<file path="config.mk">
export PLATFORM = sky130hd
export DESIGN_NAME = sha256_message_hash
export DESIGN_NICKNAME = d
export VERILOG_FILES = /design/src/hdl/shamh_pkg.sv /design/src/hdl/shamh_buf.sv /design/src/hdl/shamh_chain.sv /design/src/hdl/shamh_core.sv /design/src/hdl/sha256_message_hash.sv
export VERILOG_INCLUDE_DIRS = /design/src /design/src/hdl
export SDC_FILE = /design/constraint.sdc
export NUM_CORES = 2
export LEC_CHECK = 0
export BUFFER_PORTS_ARGS = -buffer_cell sky130_fd_sc_hd__buf_2
export CAP_MARGIN = 15
export CORE_MARGIN = 3
export CORE_UTILIZATION = 45
export DETAILED_ROUTE_END_ITERATION = 7
export PLACE_DENSITY_LB_ADDON = 0.12
export SLEW_MARGIN = 20
export SYNTH_ARGS = -nofsm -noshare
export SYNTH_HDL_FRONTEND = slang
export SYNTH_SLANG_ARGS = --single-unit
export TNS_END_PERCENT = 20
</file>
<file path="constraint.sdc">
create_clock -name clk_i -period 20.9 [get_ports clk_i]
set_input_delay 3.135 -clock clk_i [delete_from_list [all_inputs] [get_ports clk_i]]
set_output_delay 3.135 -clock clk_i [all_outputs]
set_load 0.02 [all_outputs]
</file>
<file path="src/hdl/sha256_message_hash_assert.svh">
// ----------------------------------------------------------------------------
// SHA-256 message hash assertion macros
// Concurrent assertion helpers, clocked on clk_i, reset on rst_ni.
// ----------------------------------------------------------------------------
`ifndef SHA256_MESSAGE_HASH_ASSERT_SVH
`define SHA256_MESSAGE_HASH_ASSERT_SVH

// Check a property at every rising edge outside reset.
`define SHAMH_ASSERT(lbl, prop, msg) \
  lbl: assert property (@(posedge clk_i) disable iff (!rst_ni) (prop)) else $error(msg);

// Check an implication whose consequent must hold in the cycle after its antecedent.
`define SHAMH_ASSERT_NEXT(lbl, pre, post, msg) \
  lbl: assert property (@(posedge clk_i) disable iff (!rst_ni) (pre) |=> (post)) \
    else $error(msg);

`endif

</file>
<file path="src/hdl/shamh_pkg.sv">
// ----------------------------------------------------------------------------
// SHA-256 message hash package
// Round constants, initial hash values and shared control types.
// ----------------------------------------------------------------------------
`timescale 1ns / 1ps

package shamh_pkg;

  localparam logic [7:0] PadMarker = 8'h80;
  localparam logic [5:0] LenStart  = 6'd56;
  localparam logic [5:0] LastByte  = 6'd63;
  localparam logic [5:0] LastRound = 6'd63;
  localparam logic [5:0] LastWord  = 6'd8;

  localparam logic [31:0] InitHash [8] = '{
    32'h6a09e667, 32'hbb67ae85, 32'h3c6ef372, 32'ha54ff53a,
    32'h510e527f, 32'h9b05688c, 32'h1f83d9ab, 32'h5be0cd19
  };

  localparam logic [31:0] RoundK [64] = '{
    32'h428a2f98, 32'h71374491, 32'hb5c0fbcf, 32'he9b5dba5,
    32'h3956c25b, 32'h59f111f1, 32'h923f82a4, 32'hab1c5ed5,
    32'hd807aa98, 32'h12835b01, 32'h243185be, 32'h550c7dc3,
    32'h72be5d74, 32'h80deb1fe, 32'h9bdc06a7, 32'hc19bf174,
    32'he49b69c1, 32'hefbe4786, 32'h0fc19dc6, 32'h240ca1cc,
    32'h2de92c6f, 32'h4a7484aa, 32'h5cb0a9dc, 32'h76f988da,
    32'h983e5152, 32'ha831c66d, 32'hb00327c8, 32'hbf597fc7,
    32'hc6e00bf3, 32'hd5a79147, 32'h06ca6351, 32'h14292967,
    32'h27b70a85, 32'h2e1b2138, 32'h4d2c6dfc, 32'h53380d13,
    32'h650a7354, 32'h766a0abb, 32'h81c2c92e, 32'h92722c85,
    32'ha2bfe8a1, 32'ha81a664b, 32'hc24b8b70, 32'hc76c51a3,
    32'hd192e819, 32'hd6990624, 32'hf40e3585, 32'h106aa070,
    32'h19a4c116, 32'h1e376c08, 32'h2748774c, 32'h34b0bcb5,
    32'h391c0cb3, 32'h4ed8aa4a, 32'h5b9cca4f, 32'h682e6ff3,
    32'h748f82ee, 32'h78a5636f, 32'h84c87814, 32'h8cc70208,
    32'h90befffa, 32'ha4506ceb, 32'hbef9a3f7, 32'hc67178f2
  };

  typedef enum logic [5:0] {
    ST_IDLE  = 6'b000001,
    ST_PAD   = 6'b000010,
    ST_LOAD  = 6'b000100,
    ST_ROUND = 6'b001000,
    ST_FINAL = 6'b010000,
    ST_OUT   = 6'b100000
  } state_e;

  typedef struct packed {
    logic       load;   // shift a chain word into the working registers
    logic       round;  // run one compression round
    logic       fin;    // add chain word to working word and shift the sum in
    logic [5:0] rnd;    // round index
  } core_ctl_t;

endpackage

</file>
<file path="src/hdl/shamh_buf.sv">
// ----------------------------------------------------------------------------
// SHA-256 block buffer
// Packs bytes into big-endian words and stores the 16-word block in memory.
// ----------------------------------------------------------------------------
`timescale 1ns / 1ps

module shamh_buf (
  input  logic        clk_i,
  input  logic        byte_we_i,
  input  logic [7:0]  byte_i,
  input  logic [5:0]  fill_i,
  input  logic [3:0]  raddr_i,
  output logic [31:0] rdata_o
);

  logic [31:0] mem [16];
  logic [23:0] acc_q;
  logic [31:0] rd_q;

  always_ff @(posedge clk_i) begin
    if (byte_we_i) begin
      if (fill_i[1:0] == 2'd3) begin
        mem[fill_i[5:2]] <= {acc_q, byte_i};
      end else begin
        acc_q <= {acc_q[15:0], byte_i};
      end
    end
    rd_q <= mem[raddr_i];
  end

  assign rdata_o = rd_q;

endmodule

</file>
<file path="src/hdl/shamh_chain.sv">
// ----------------------------------------------------------------------------
// SHA-256 chain value store
// Eight-word memory; reads return the initial hash while a message is fresh.
// ----------------------------------------------------------------------------
`timescale 1ns / 1ps

module shamh_chain (
  input  logic        clk_i,
  input  logic        fresh_i,
  input  logic [2:0]  raddr_i,
  input  logic        we_i,
  input  logic [2:0]  waddr_i,
  input  logic [31:0] wdata_i,
  output logic [31:0] rdata_o
);

  logic [31:0] mem [8];
  logic [31:0] rd_q;
  logic [2:0]  sel_q;

  always_ff @(posedge clk_i) begin
    if (we_i) begin
      mem[waddr_i] <= wdata_i;
    end
    rd_q  <= mem[raddr_i];
    sel_q <= raddr_i;
  end

  // the first block of a message starts from the initial hash, not the store
  assign rdata_o = fresh_i ? shamh_pkg::InitHash[sel_q] : rd_q;

endmodule

</file>
<file path="src/hdl/shamh_core.sv">
// ----------------------------------------------------------------------------
// SHA-256 round core
// Working variables, message schedule window and one round per cycle.
// ----------------------------------------------------------------------------
`timescale 1ns / 1ps

module shamh_core (
  input  logic                 clk_i,
  input  shamh_pkg::core_ctl_t ctl_i,
  input  logic [31:0]          chain_i,
  input  logic [31:0]          blk_i,
  output logic [31:0]          sum_o,
  output logic [255:0]         digest_o
);

  logic [31:0] v_q [8];
  logic [31:0] w_q [16];
  logic [31:0] w_new, s1e, ch, t1, s0a, maj, t2;

  function automatic logic [31:0] ror(input logic [31:0] x, input int n);
    ror = (x >> n) | (x << (32 - n));
  endfunction

  always_comb begin
    if (ctl_i.rnd[5:4] == 2'd0) begin
      w_new = blk_i;
    end else begin
      w_new = w_q[0] + (ror(w_q[1], 7) ^ ror(w_q[1], 18) ^ (w_q[1] >> 3)) + w_q[9]
              + (ror(w_q[14], 17) ^ ror(w_q[14], 19) ^ (w_q[14] >> 10));
    end
    s1e = ror(v_q[4], 6) ^ ror(v_q[4], 11) ^ ror(v_q[4], 25);
    ch  = (v_q[4] & v_q[5]) ^ (~v_q[4] & v_q[6]);
    t1  = v_q[7] + s1e + ch + shamh_pkg::RoundK[ctl_i.rnd] + w_new;
    s0a = ror(v_q[0], 2) ^ ror(v_q[0], 13) ^ ror(v_q[0], 22);
    maj = (v_q[0] & v_q[1]) ^ (v_q[0] & v_q[2]) ^ (v_q[1] & v_q[2]);
    t2  = s0a + maj;
  end

  assign sum_o = chain_i + v_q[0];

  always_ff @(posedge clk_i) begin
    if (ctl_i.load || ctl_i.fin) begin
      for (int i = 0; i < 7; i++) begin
        v_q[i] <= v_q[i + 1];
      end
      v_q[7] <= ctl_i.fin ? sum_o : chain_i;
    end else if (ctl_i.round) begin
      v_q[7] <= v_q[6];
      v_q[6] <= v_q[5];
      v_q[5] <= v_q[4];
      v_q[4] <= v_q[3] + t1;
      v_q[3] <= v_q[2];
      v_q[2] <= v_q[1];
      v_q[1] <= v_q[0];
      v_q[0] <= t1 + t2;
    end
    if (ctl_i.round) begin
      for (int i = 0; i < 15; i++) begin
        w_q[i] <= w_q[i + 1];
      end
      w_q[15] <= w_new;
    end
  end

  assign digest_o = {v_q[6], v_q[7], v_q[4], v_q[5], v_q[2], v_q[3], v_q[0], v_q[1]};

endmodule

</file>
<file path="src/hdl/sha256_message_hash.sv">
// ----------------------------------------------------------------------------
// SHA-256 message hash
// Byte-stream SHA-256 with internal padding and a registered digest output.
// ----------------------------------------------------------------------------
// Usage:
//   Slave channel: one transaction per item. tdata[7:0] is the message byte,
//   tuser says the byte is present, tlast marks the final item of a message.
//   Master channel: one transaction per message, the 256-bit digest.
//   Bytes are taken one per cycle while a block gathers. Each full block then
//   holds tready low while it reads the chain value out of its memory, runs
//   64 rounds in the round core, and adds and writes the chain back.
//   After tlast the block writes padding bytes one per cycle (up to 64, or
//   up to 72 when a second block is needed), compresses, and loads the
//   digest into the output register, then takes the next message.
//   A finished digest waits in its output register while the receiver stalls;
//   the next message is gathered meanwhile and only waits if its own digest
//   is ready before the old one is taken.
//   Reset empties the block, clears the length and restarts from the
//   initial hash values; no result is pending.
// ----------------------------------------------------------------------------
`timescale 1ns / 1ps
`include "sha256_message_hash_assert.svh"

module sha256_message_hash (
  input  logic         clk_i,
  input  logic         rst_ni,
  input  logic         s_axis_tvalid,
  output logic         s_axis_tready,
  input  logic [7:0]   s_axis_tdata,   // [7:0] data_byte
  input  logic         s_axis_tuser,   // [0] byte_present
  input  logic         s_axis_tlast,   // end_of_message
  output logic         m_axis_tvalid,
  input  logic         m_axis_tready,
  output logic [255:0] m_axis_tdata    // [63:0] digest_bytes_0_7,
                                       // [127:64] digest_bytes_8_15,
                                       // [191:128] digest_bytes_16_23,
                                       // [255:192] digest_bytes_24_31
);

  shamh_pkg::state_e    st_q, st_d;
  logic [5:0]           fill_q, fill_d;
  logic [5:0]           cnt_q, cnt_d;
  logic [63:0]          len_q, len_d;
  logic                 pad_q, pad_d, mark_q, mark_d, lenok_q, lenok_d;
  logic                 last_q, last_d, fresh_q, fresh_d;
  logic                 out_valid_q, out_valid_d;
  logic [255:0]         out_q;
  logic                 s_fire, byte_we, blk_full, out_load;
  logic [7:0]           byte_val, pad_byte;
  logic [31:0]          blk_word, chain_word, sum;
  logic [255:0]         digest;
  logic [2:0]           chain_waddr;
  logic                 chain_we;
  logic [3:0]           blk_raddr;
  shamh_pkg::core_ctl_t ctl;

  assign s_axis_tready = (st_q == shamh_pkg::ST_IDLE);
  assign s_fire        = s_axis_tvalid && s_axis_tready;

  always_comb begin
    if (!mark_q) begin
      pad_byte = shamh_pkg::PadMarker;
    end else if (lenok_q && (fill_q >= shamh_pkg::LenStart)) begin
      pad_byte = len_q[{~fill_q[2:0], 3'b000} +: 8];
    end else begin
      pad_byte = 8'h00;
    end
  end

  assign byte_we  = (s_fire && s_axis_tuser) || (st_q == shamh_pkg::ST_PAD);
  assign byte_val = (st_q == shamh_pkg::ST_PAD) ? pad_byte : s_axis_tdata;
  assign blk_full = byte_we && (fill_q == shamh_pkg::LastByte);
  assign out_load = (st_q == shamh_pkg::ST_OUT) && (!out_valid_q || m_axis_tready);

  assign ctl.load  = (st_q == shamh_pkg::ST_LOAD) && (cnt_q != 6'd0);
  assign ctl.fin   = (st_q == shamh_pkg::ST_FINAL) && (cnt_q != 6'd0);
  assign ctl.round = (st_q == shamh_pkg::ST_ROUND);
  assign ctl.rnd   = cnt_q;

  // read word t+1 during round t; word 0 is fetched on the last load cycle
  assign blk_raddr   = (st_q == shamh_pkg::ST_ROUND) ? (cnt_q[3:0] + 4'd1) : 4'd0;
  // read entry n while writing entry n-1, so the two never meet
  assign chain_we    = ctl.fin;
  assign chain_waddr = cnt_q[2:0] - 3'd1;

  always_comb begin
    st_d        = st_q;
    fill_d      = fill_q;
    cnt_d       = cnt_q;
    len_d       = len_q;
    pad_d       = pad_q;
    mark_d      = mark_q;
    lenok_d     = lenok_q;
    last_d      = last_q;
    fresh_d     = fresh_q;
    out_valid_d = out_valid_q;
    if (out_valid_q && m_axis_tready) begin
      out_valid_d = 1'b0;
    end
    if (byte_we) begin
      fill_d = fill_q + 6'd1;
    end
    case (st_q)
      shamh_pkg::ST_IDLE: begin
        if (s_fire) begin
          if (s_axis_tuser) begin
            len_d = len_q + 64'd8;
          end
          pad_d  = s_axis_tlast;
          last_d = 1'b0;
          cnt_d  = 6'd0;
          if (blk_full) begin
            st_d = shamh_pkg::ST_LOAD;
          end else if (s_axis_tlast) begin
            st_d = shamh_pkg::ST_PAD;
          end
        end
      end
      shamh_pkg::ST_PAD: begin
        mark_d = 1'b1;
        if (!mark_q && (fill_q < shamh_pkg::LenStart)) begin
          lenok_d = 1'b1;
        end
        if (blk_full) begin
          last_d = mark_q && lenok_q;
          cnt_d  = 6'd0;
          st_d   = shamh_pkg::ST_LOAD;
        end
      end
      shamh_pkg::ST_LOAD: begin
        cnt_d = cnt_q + 6'd1;
        if (cnt_q == shamh_pkg::LastWord) begin
          cnt_d = 6'd0;
          st_d  = shamh_pkg::ST_ROUND;
        end
      end
      shamh_pkg::ST_ROUND: begin
        cnt_d = cnt_q + 6'd1;
        if (cnt_q == shamh_pkg::LastRound) begin
          cnt_d = 6'd0;
          st_d  = shamh_pkg::ST_FINAL;
        end
      end
      shamh_pkg::ST_FINAL: begin
        cnt_d = cnt_q + 6'd1;
        if (cnt_q == shamh_pkg::LastWord) begin
          fresh_d = 1'b0;
          if (mark_q) begin
            lenok_d = 1'b1;
          end
          if (last_q) begin
            st_d = shamh_pkg::ST_OUT;
          end else if (pad_q) begin
            st_d = shamh_pkg::ST_PAD;
          end else begin
            st_d = shamh_pkg::ST_IDLE;
          end
        end
      end
      shamh_pkg::ST_OUT: begin
        if (out_load) begin
          out_valid_d = 1'b1;
          len_d       = 64'd0;
          pad_d       = 1'b0;
          mark_d      = 1'b0;
          lenok_d     = 1'b0;
          last_d      = 1'b0;
          fresh_d     = 1'b1;
          st_d        = shamh_pkg::ST_IDLE;
        end
      end
      default: begin
        st_d = shamh_pkg::ST_IDLE;
      end
    endcase
  end

  always_ff @(posedge clk_i or negedge rst_ni) begin
    if (!rst_ni) begin
      st_q        <= shamh_pkg::ST_IDLE;
      fill_q      <= 6'd0;
      cnt_q       <= 6'd0;
      len_q       <= 64'd0;
      pad_q       <= 1'b0;
      mark_q      <= 1'b0;
      lenok_q     <= 1'b0;
      last_q      <= 1'b0;
      fresh_q     <= 1'b1;
      out_valid_q <= 1'b0;
    end else begin
      st_q        <= st_d;
      fill_q      <= fill_d;
      cnt_q       <= cnt_d;
      len_q       <= len_d;
      pad_q       <= pad_d;
      mark_q      <= mark_d;
      lenok_q     <= lenok_d;
      last_q      <= last_d;
      fresh_q     <= fresh_d;
      out_valid_q <= out_valid_d;
    end
  end

  always_ff @(posedge clk_i) begin
    if (out_load) begin
      out_q <= digest;
    end
  end

  assign m_axis_tvalid = out_valid_q;
  assign m_axis_tdata  = out_q;

  shamh_buf u_buf (
    .clk_i     (clk_i),
    .byte_we_i (byte_we),
    .byte_i    (byte_val),
    .fill_i    (fill_q),
    .raddr_i   (blk_raddr),
    .rdata_o   (blk_word)
  );

  shamh_chain u_chain (
    .clk_i   (clk_i),
    .fresh_i (fresh_q),
    .raddr_i (cnt_q[2:0]),
    .we_i    (chain_we),
    .waddr_i (chain_waddr),
    .wdata_i (sum),
    .rdata_o (chain_word)
  );

  shamh_core u_core (
    .clk_i    (clk_i),
    .ctl_i    (ctl),
    .chain_i  (chain_word),
    .blk_i    (blk_word),
    .sum_o    (sum),
    .digest_o (digest)
  );

  `SHAMH_ASSERT_NEXT(a_full_starts_load, blk_full, st_q == shamh_pkg::ST_LOAD, "full block did not start compression")
  `SHAMH_ASSERT(a_chain_no_overlap, !chain_we || (chain_waddr != cnt_q[2:0]), "chain read and write hit one entry")
  `SHAMH_ASSERT(a_round_empty_fill, (st_q != shamh_pkg::ST_ROUND) || (fill_q == 6'd0), "bytes gathered during rounds")
  `SHAMH_ASSERT_NEXT(a_out_wait, (st_q == shamh_pkg::ST_OUT) && out_valid_q && !m_axis_tready, st_q == shamh_pkg::ST_OUT, "digest overwrote a pending result")

endmodule

</file>
## After elaboration in Yosys (flattened, before gate mapping)

Memory sizes are Yosys's and may differ from the RTL's. A register that Yosys moved wholly into a read port is not among the register bits.
Cells that the tools add are included.

| storage, ports and cells | value |
|---|---|
| bits in registers | 371 |
| RAM bits | 1536 |
| bits in read-only memories | 2304 |
| output and inout bits | 258 |
| logic and storage cells | 198 |
| memories kept | 6 |

| cells by class | value |
|---|---|
| add/subtract/negate cells | 16 |
| order comparisons | 4 |
| eq/ne operators | 20 |
| shift-type cells | 1 |
| mux-type cells | 67 |
| bitwise operators | 39 |
| reduce and logical (&&, ||, !) cells | 32 |

Memories:

| memory | depth | width | rd ports | clocked after memory_dff | wr ports | line | text |
|---|---|---|---|---|---|---|---|
| (no name shown) | 64 | 32 | 1 | 0 | 0 | shamh_core.sv:33 | `t1 = v_q[7] + s1e + ch + shamh_pkg::RoundK[ctl_i.rnd] + w_new;` |
| u_buf.mem | 16 | 32 | 1 | 1 | 1 | shamh_buf.sv:16 | `logic [31:0] mem [16];` |
| u_core.w_q | 16 | 32 | 16 | 0 | 16 | shamh_core.sv:17 | `logic [31:0] w_q [16];` |
| (no name shown) | 8 | 32 | 1 | 0 | 0 | shamh_chain.sv:30 | `assign rdata_o = fresh_i ? shamh_pkg::InitHash[sel_q] : rd_q;` |
| u_chain.mem | 8 | 32 | 1 | 1 | 1 | shamh_chain.sv:17 | `logic [31:0] mem [8];` |
| u_core.v_q | 8 | 32 | 8 | 0 | 8 | shamh_core.sv:16 | `logic [31:0] v_q [8];` |

Operator list:

| cell | number |
|---|---|
| 32-bit 2-to-1 mux | 15 |
| 32-bit adder | 11 |
| 32-bit XOR | 9 |
| 64-bit 2-to-1 mux | 3 |
| 32-bit bitwise AND | 5 |
| 64-bit case mux with 2 select lines | 1 |
| 6-bit 2-to-1 mux | 13 |
| 64-bit by 4-bit adder with 64-bit output (second input constant) | 1 |
| 64-bit by 7-bit indexed part select with 8-bit output | 1 |
| 6-bit case mux with 6 select lines | 1 |
| 32-bit inverter | 1 |
| 10-bit by 32-bit OR with 32-bit output | 1 |
| 13-bit by 32-bit OR with 32-bit output | 1 |
| 14-bit by 32-bit OR with 32-bit output | 1 |
| 15-bit by 32-bit OR with 32-bit output | 1 |
| 19-bit by 32-bit OR with 32-bit output | 1 |
| 21-bit by 32-bit OR with 32-bit output | 1 |
| 25-bit by 32-bit OR with 32-bit output | 1 |
| 26-bit by 32-bit OR with 32-bit output | 1 |
| 30-bit by 32-bit OR with 32-bit output | 1 |
| 7-bit by 32-bit OR with 32-bit output | 1 |
| 32-bit by 22-bit XOR with 32-bit output | 1 |
| 32-bit by 29-bit XOR with 32-bit output | 1 |
| 6-bit case mux with 5 select lines | 1 |
| 41 further kinds | 105 |

## Logic depth before layout (Yosys ltp)

An unclocked memory read counts as a cell.

| depth | value |
|---|---|
| depth after elaboration | 11 |
| depth in mapped cells | 44 |
| mapped depth without buffers | 42 |

## Modules after synthesis

From an unflattened synthesis, not the netlist that was laid out.

| second synthesis, totals | value |
|---|---|
| cells, all modules | 6235 |
| area total of the unflattened synthesis | 89612.2 um^2 |

By module, submodules not included:

| module | times used | cells each | area an instance (um^2) | seq. area each (um^2) |
|---|---|---|---|---|
| shamh_core | 1 | 4016 | 44948.1 | 23062.1 |
| shamh_buf | 1 | 864 | 20571.0 | 16736.1 |
| sha256_message_hash | 1 | 831 | 12896.1 | 9816.9 |
| shamh_chain | 1 | 524 | 11197.0 | 8388.0 |

## Worst setup path after synthesis

No wires, ideal clock.

| timing | value |
|---|---|
| path kind | register to register |
| from | register st_q[4] |
| to | memory u_core.w_q[0][0], enable pin |
| arrival time | 15.813 ns |
| slack | 4.011 ns |
| stages on the path, launching flop included | 9 |
| buffers on the path | 5 |
| cells stage by stage | dfrtp_1 clkbuf_1 nor2_1 nand4b_1 clkinv_1 clkbuf_1 clkbuf_1 clkbuf_1 clkbuf_1 |

RTL lines:

| element | line | text |
|---|---|---|
| from (decl) | sha256_message_hash.sv:40 | `shamh_pkg::state_e st_q, st_d;` |
| from (signal assigned) | sha256_message_hash.sv:180 | `st_q <= shamh_pkg::ST_IDLE;` |
| from (signal assigned) | sha256_message_hash.sv:191 | `st_q <= st_d;` |
| to (decl) | shamh_core.sv:17 |  |

==> results by stage <==
Pwr:
- Cell internal power was estimated by the tool at 7980 uW.
- For this design the static power due to leakage is 0.0359 uW.
- Per report_power, the sequential group accounts for 38.0% of the total.
- The total net switching power is 3920 uW.
- The share of total power in combinational logic is 32.0%.
- The design draws 11900 uW.
- The power density relative to cell area is 119 nW/um^2.
- The clock network is responsible for 29.9% of the overall power.
- The fraction of power spent switching nets is 32.9%.
- IR analysis of the VDD net gives a maximum drop of 0.000116 V.

STA:
- Across the routed clock network, the largest skew measured is 0.0495 ns.
- Setup repair after global routing left no endpoint under its margin.
- The peak clock frequency supported by timing is 87.1 MHz.
- The final number of hold-violating endpoints was 0.
- Headroom to the max-slew limit came out at 21.4%.
- The setup TNS is 0 ns.
- The final worst-path cycle share is 54.9%.
- The final period demand of the worst path is 11.48 ns.
- The final setup violation count is 0.
- For the pin with the worst max-slew slack, the measured transition is 1.16 ns.
- The number of max-slew violations in the final report is 0.

Die:
- The number of top-level pins is 272.
- The die extent in y is 451 um.
- The number of core rows is 162.
- The area of the core region is 196000 um^2.
- The die outline area is 204000 um^2.
- The die is 451 um wide.
- For this configuration, the core starts out at a cell density of 45.5%.

Synth:
- The synthesized design devotes to its leading area cell type 61.1% of total area.
- The commonest cells after synthesis are edfxtp_1, nand2_1, o21ai_0.
- The area share of xor/xnor cells in the synthesized design is 4.28%.
- Synthesis instantiated 82 different standard cells from the library.
- The post-synthesis simple-gate area fraction is 8.48%.
- The most common cell in the synthesized netlist is edfxtp_1.
- Counting flops with an async set or reset pin after synthesis yields a share of 4.32%.
- The cell area that synthesis handed to floorplanning was 89200 um^2.
- Of all cell types, the one taking the most synthesized area is edfxtp_1.
- The proportion of synthesized chip area in sequential cells is 65.0%.
- By area, the combinational part of the netlist is dominated by simple AND/OR/NAND/NOR gates.
- By area the synthesized netlist is led by edfxtp_1, fa_1, nand2_1.
- The portion of synthesized area spent on multiplexers is 5.14%.
- The number of nets in the synthesized netlist is 6930.
- The synthesized netlist devotes 7.49% of its cell area to compound gates.
- A synthesized cell averages 13.6 um^2.
- The count of flip-flops with a built-in enable after synthesis is 1816.
- The count of warnings emitted by yosys is 0.
- In the synthesized netlist the dominant register cell turns out to be edfxtp_1.
- Counting flops and latches in the post-synthesis netlist gives 1968.
- The adder-cell share of the synthesized area is 7.04%.
- The cell count after synthesis is 6541.

GRT:
- The total overflow reported by the global router is 0.
- For this run, the total global-route usage over all layers was measured as 25.4%.
- The number of antenna violations at the first check in global routing was 24.
- The wire length of the first global-routing pass is 377000 um.
- The largest net degree at the start of global routing is 194.
- The via count of the first global-routing pass was 52700.

Placed design:
- The count of input and output buffers is 271.
- The congestion estimate from routability-driven global placement came to 0.934.
- The detailed-placement wirelength estimate is 177000 um.
- In this run the cell area measured after placement is 93800 um^2.

Outcome:
- The run finished with clean final reports.

Setup path:
- STA classifies the critical path endpoint as a register.
- Of all nets on the critical path, the largest fanout is 53.
- The startpoint-to-endpoint class of the critical path is reg -> reg.
- The worst stage delay on the critical path is 1.16 ns.
- The largest individual stage delay along the critical path comes from the cell ha_1.
- For the worst setup path, the data required time is 21.46 ns.
- The worst endpoint data arrival time is 12.04 ns.
- STA classifies the critical path startpoint as a register.

Final layout:
- The net count of the finished layout is 7184.
- The area growth from synthesis to layout is 12.5%.
- The summed area of non-filler cells in the final layout is 100000 um^2.
- The fraction of layout cells with a size suffix above 1 is 13.5%.

Clock network:
- After clock tree synthesis, the clock-pin slew on the worst setup and hold paths is 0.07 ns.
- The H-tree was split into 4 levels.
- At the later pin of the worst-skew pair, clock insertion delay measures 0.85 ns.
- The largest buffer count on any clock path is 3.
- For this design, the sink count on the clock tree is 1968.
- The CTS tree is done.
- The number of resized instances in the post-cts repair step is 0.
- The buffer type at the clock tree root is clkbuf_16.
- The number of setup buffers added after CTS is 0.
- The number of buffers inserted during clock tree synthesis is 201.
- Buffers inserted to repair hold after CTS numbered 0.

Detailed routing:
- The detailed-route wire length per cell is 27.2 um.
- The total vias in the final route is 54100.
- In the routed layout, each cell is associated on average with a via count of 5.63.
- The detailed router's first-iteration violation count is 5952.
- The count of unresolved DRC violations after routing is 0.
- The detail route stage leaves a number of antenna-violating nets equal to 0.
- The sum of routed wire length over all layers is 261000 um.
- The number of iterations in the first detailed-routing pass is 5.

Hold path:
- The type of the tightest min-delay check is reg -> reg.

Run:
- The max-capacitance violation count is 0.
==> worst max-delay path: cells and delay by family (launching register included) <==
kind	cells	cell delay (ns)
flops	1	1.05
simple gates	7	1.18
buf+inv	4	0.86
compound gates	15	4.00
xor+xnor	2	0.40
fa+ha+maj	7	3.65
==> cells by family after synthesis <==
kind of cell | count (synthesis)
and+or+nand+nor | 1736
xor gates and xnor gates | 436
adders and majority gates | 393
AOI/OAI and AO/OA | 1089
DFF | 1968
muxes | 307
buffers and inverters | 612
==> flip-flops by register name, indices dropped and copies added, names as in the netlist, 24 cells and up <==
register       flops
len_q             61
u_buf.mem        512
m_axis_tdata     256
u_buf.acc_q       24
u_buf.rdata_o     32
u_chain.rd_q      32
u_chain.mem      256
u_core.v_q       256
u_core.w_q       512
==> cells in the final DEF (no fill, tap or decap), types with 90 or more instances in the layout <==
cell | Yosys | routed
ha_1 | 187 | 186
buf_4 | 0 | 112
nand2_1 | 978 | 974
mux4_2 | 114 | 114
clkbuf_16 | 0 | 206
buf_2 | 1 | 270
inv_1 | 274 | 273
nand3_1 | 151 | 151
a21oi_1 | 253 | 252
xor2_1 | 152 | 151
o21ai_0 | 345 | 337
nor2_1 | 269 | 252
a211oi_1 | 90 | 90
xnor2_1 | 284 | 284
mux2i_1 | 120 | 120
fa_1 | 188 | 188
a31oi_1 | 101 | 101
edfxtp_1 | 1816 | 1816
==> per-stage QoR <==
step	cells	setup slack [ns]	utilization [%]	hold WS, ns
global placement	9216	9.81	47.8	0.400
finish	9600	9.42	51.2	0.403
floorplan	6541	4.01	-	0.400
detailed placement	9216	9.67	47.9	0.405
CTS	9594	9.62	51.2	0.401
global route	9595	8.47	51.2	0.416
==> path summary, 6_finish.rpt <==
kind | start | to | slack (ns) | cells past startpoint
min | u_core.w_q[7][61]$_DFFE_PP_ | u_core.w_q[7][29]$_DFFE_PP_ | 0.40 | 0
max in group asynchronous | rst_ni | cnt_q[2]$_DFFE_PN0P_ | 17.48 | 2
min reg2reg | u_core.w_q[7][61]$_DFFE_PP_ | u_core.w_q[7][29]$_DFFE_PP_ | 0.40 | 0
max | cnt_q[0]$_DFFE_PN0P_ | u_core.v_q[0][30]$_DFFE_PP_ | 9.42 | 35
max reg2reg | cnt_q[0]$_DFFE_PN0P_ | u_core.v_q[0][30]$_DFFE_PP_ | 9.42 | 35
min in group asynchronous | rst_ni | len_q[12]$_DFFE_PN0P_ | 2.18 | 1
==> final cells by class <==
| cell class | instances | area (um^2) |
|---|---|---|
| inverter | 277 | 1050 |
| antenna | 6 | 15.0 |
| tap | 2624 | 3280 |
| fill | 16800 | 95600 |
| clock buffer | 261 | 5430 |
| multi-input combinational | 3961 | 29200 |
| timing repair buffer | 386 | 2270 |
| clock inverter | 117 | 1130 |
| sequential | 1968 | 58000 |
==> power by group through the flow <==
stage,clock network [uW],logic (uW),registers [uW]
5_1_grt,3810,4190,4540
3_3_place_gp,0,3750,4610
6_report,3560,3810,4530
4_1_cts,3650,3770,4530
2_1_floorplan,0,2790,4540
3_5_place_dp,0,3750,4610
==> routing by layer <==
layer,routed length [um],vias up,global-route usage [%],share of wire (%)
li1,-,24400,-,-
met1,117000,27500,37.5,45
met2,119000,1848,39.0,46
met3,16600,381,4.08,6.4
met4,7870,6,7.46,3.0
met5,46,-,0,0.018
(Power assumes the default switching activity.)
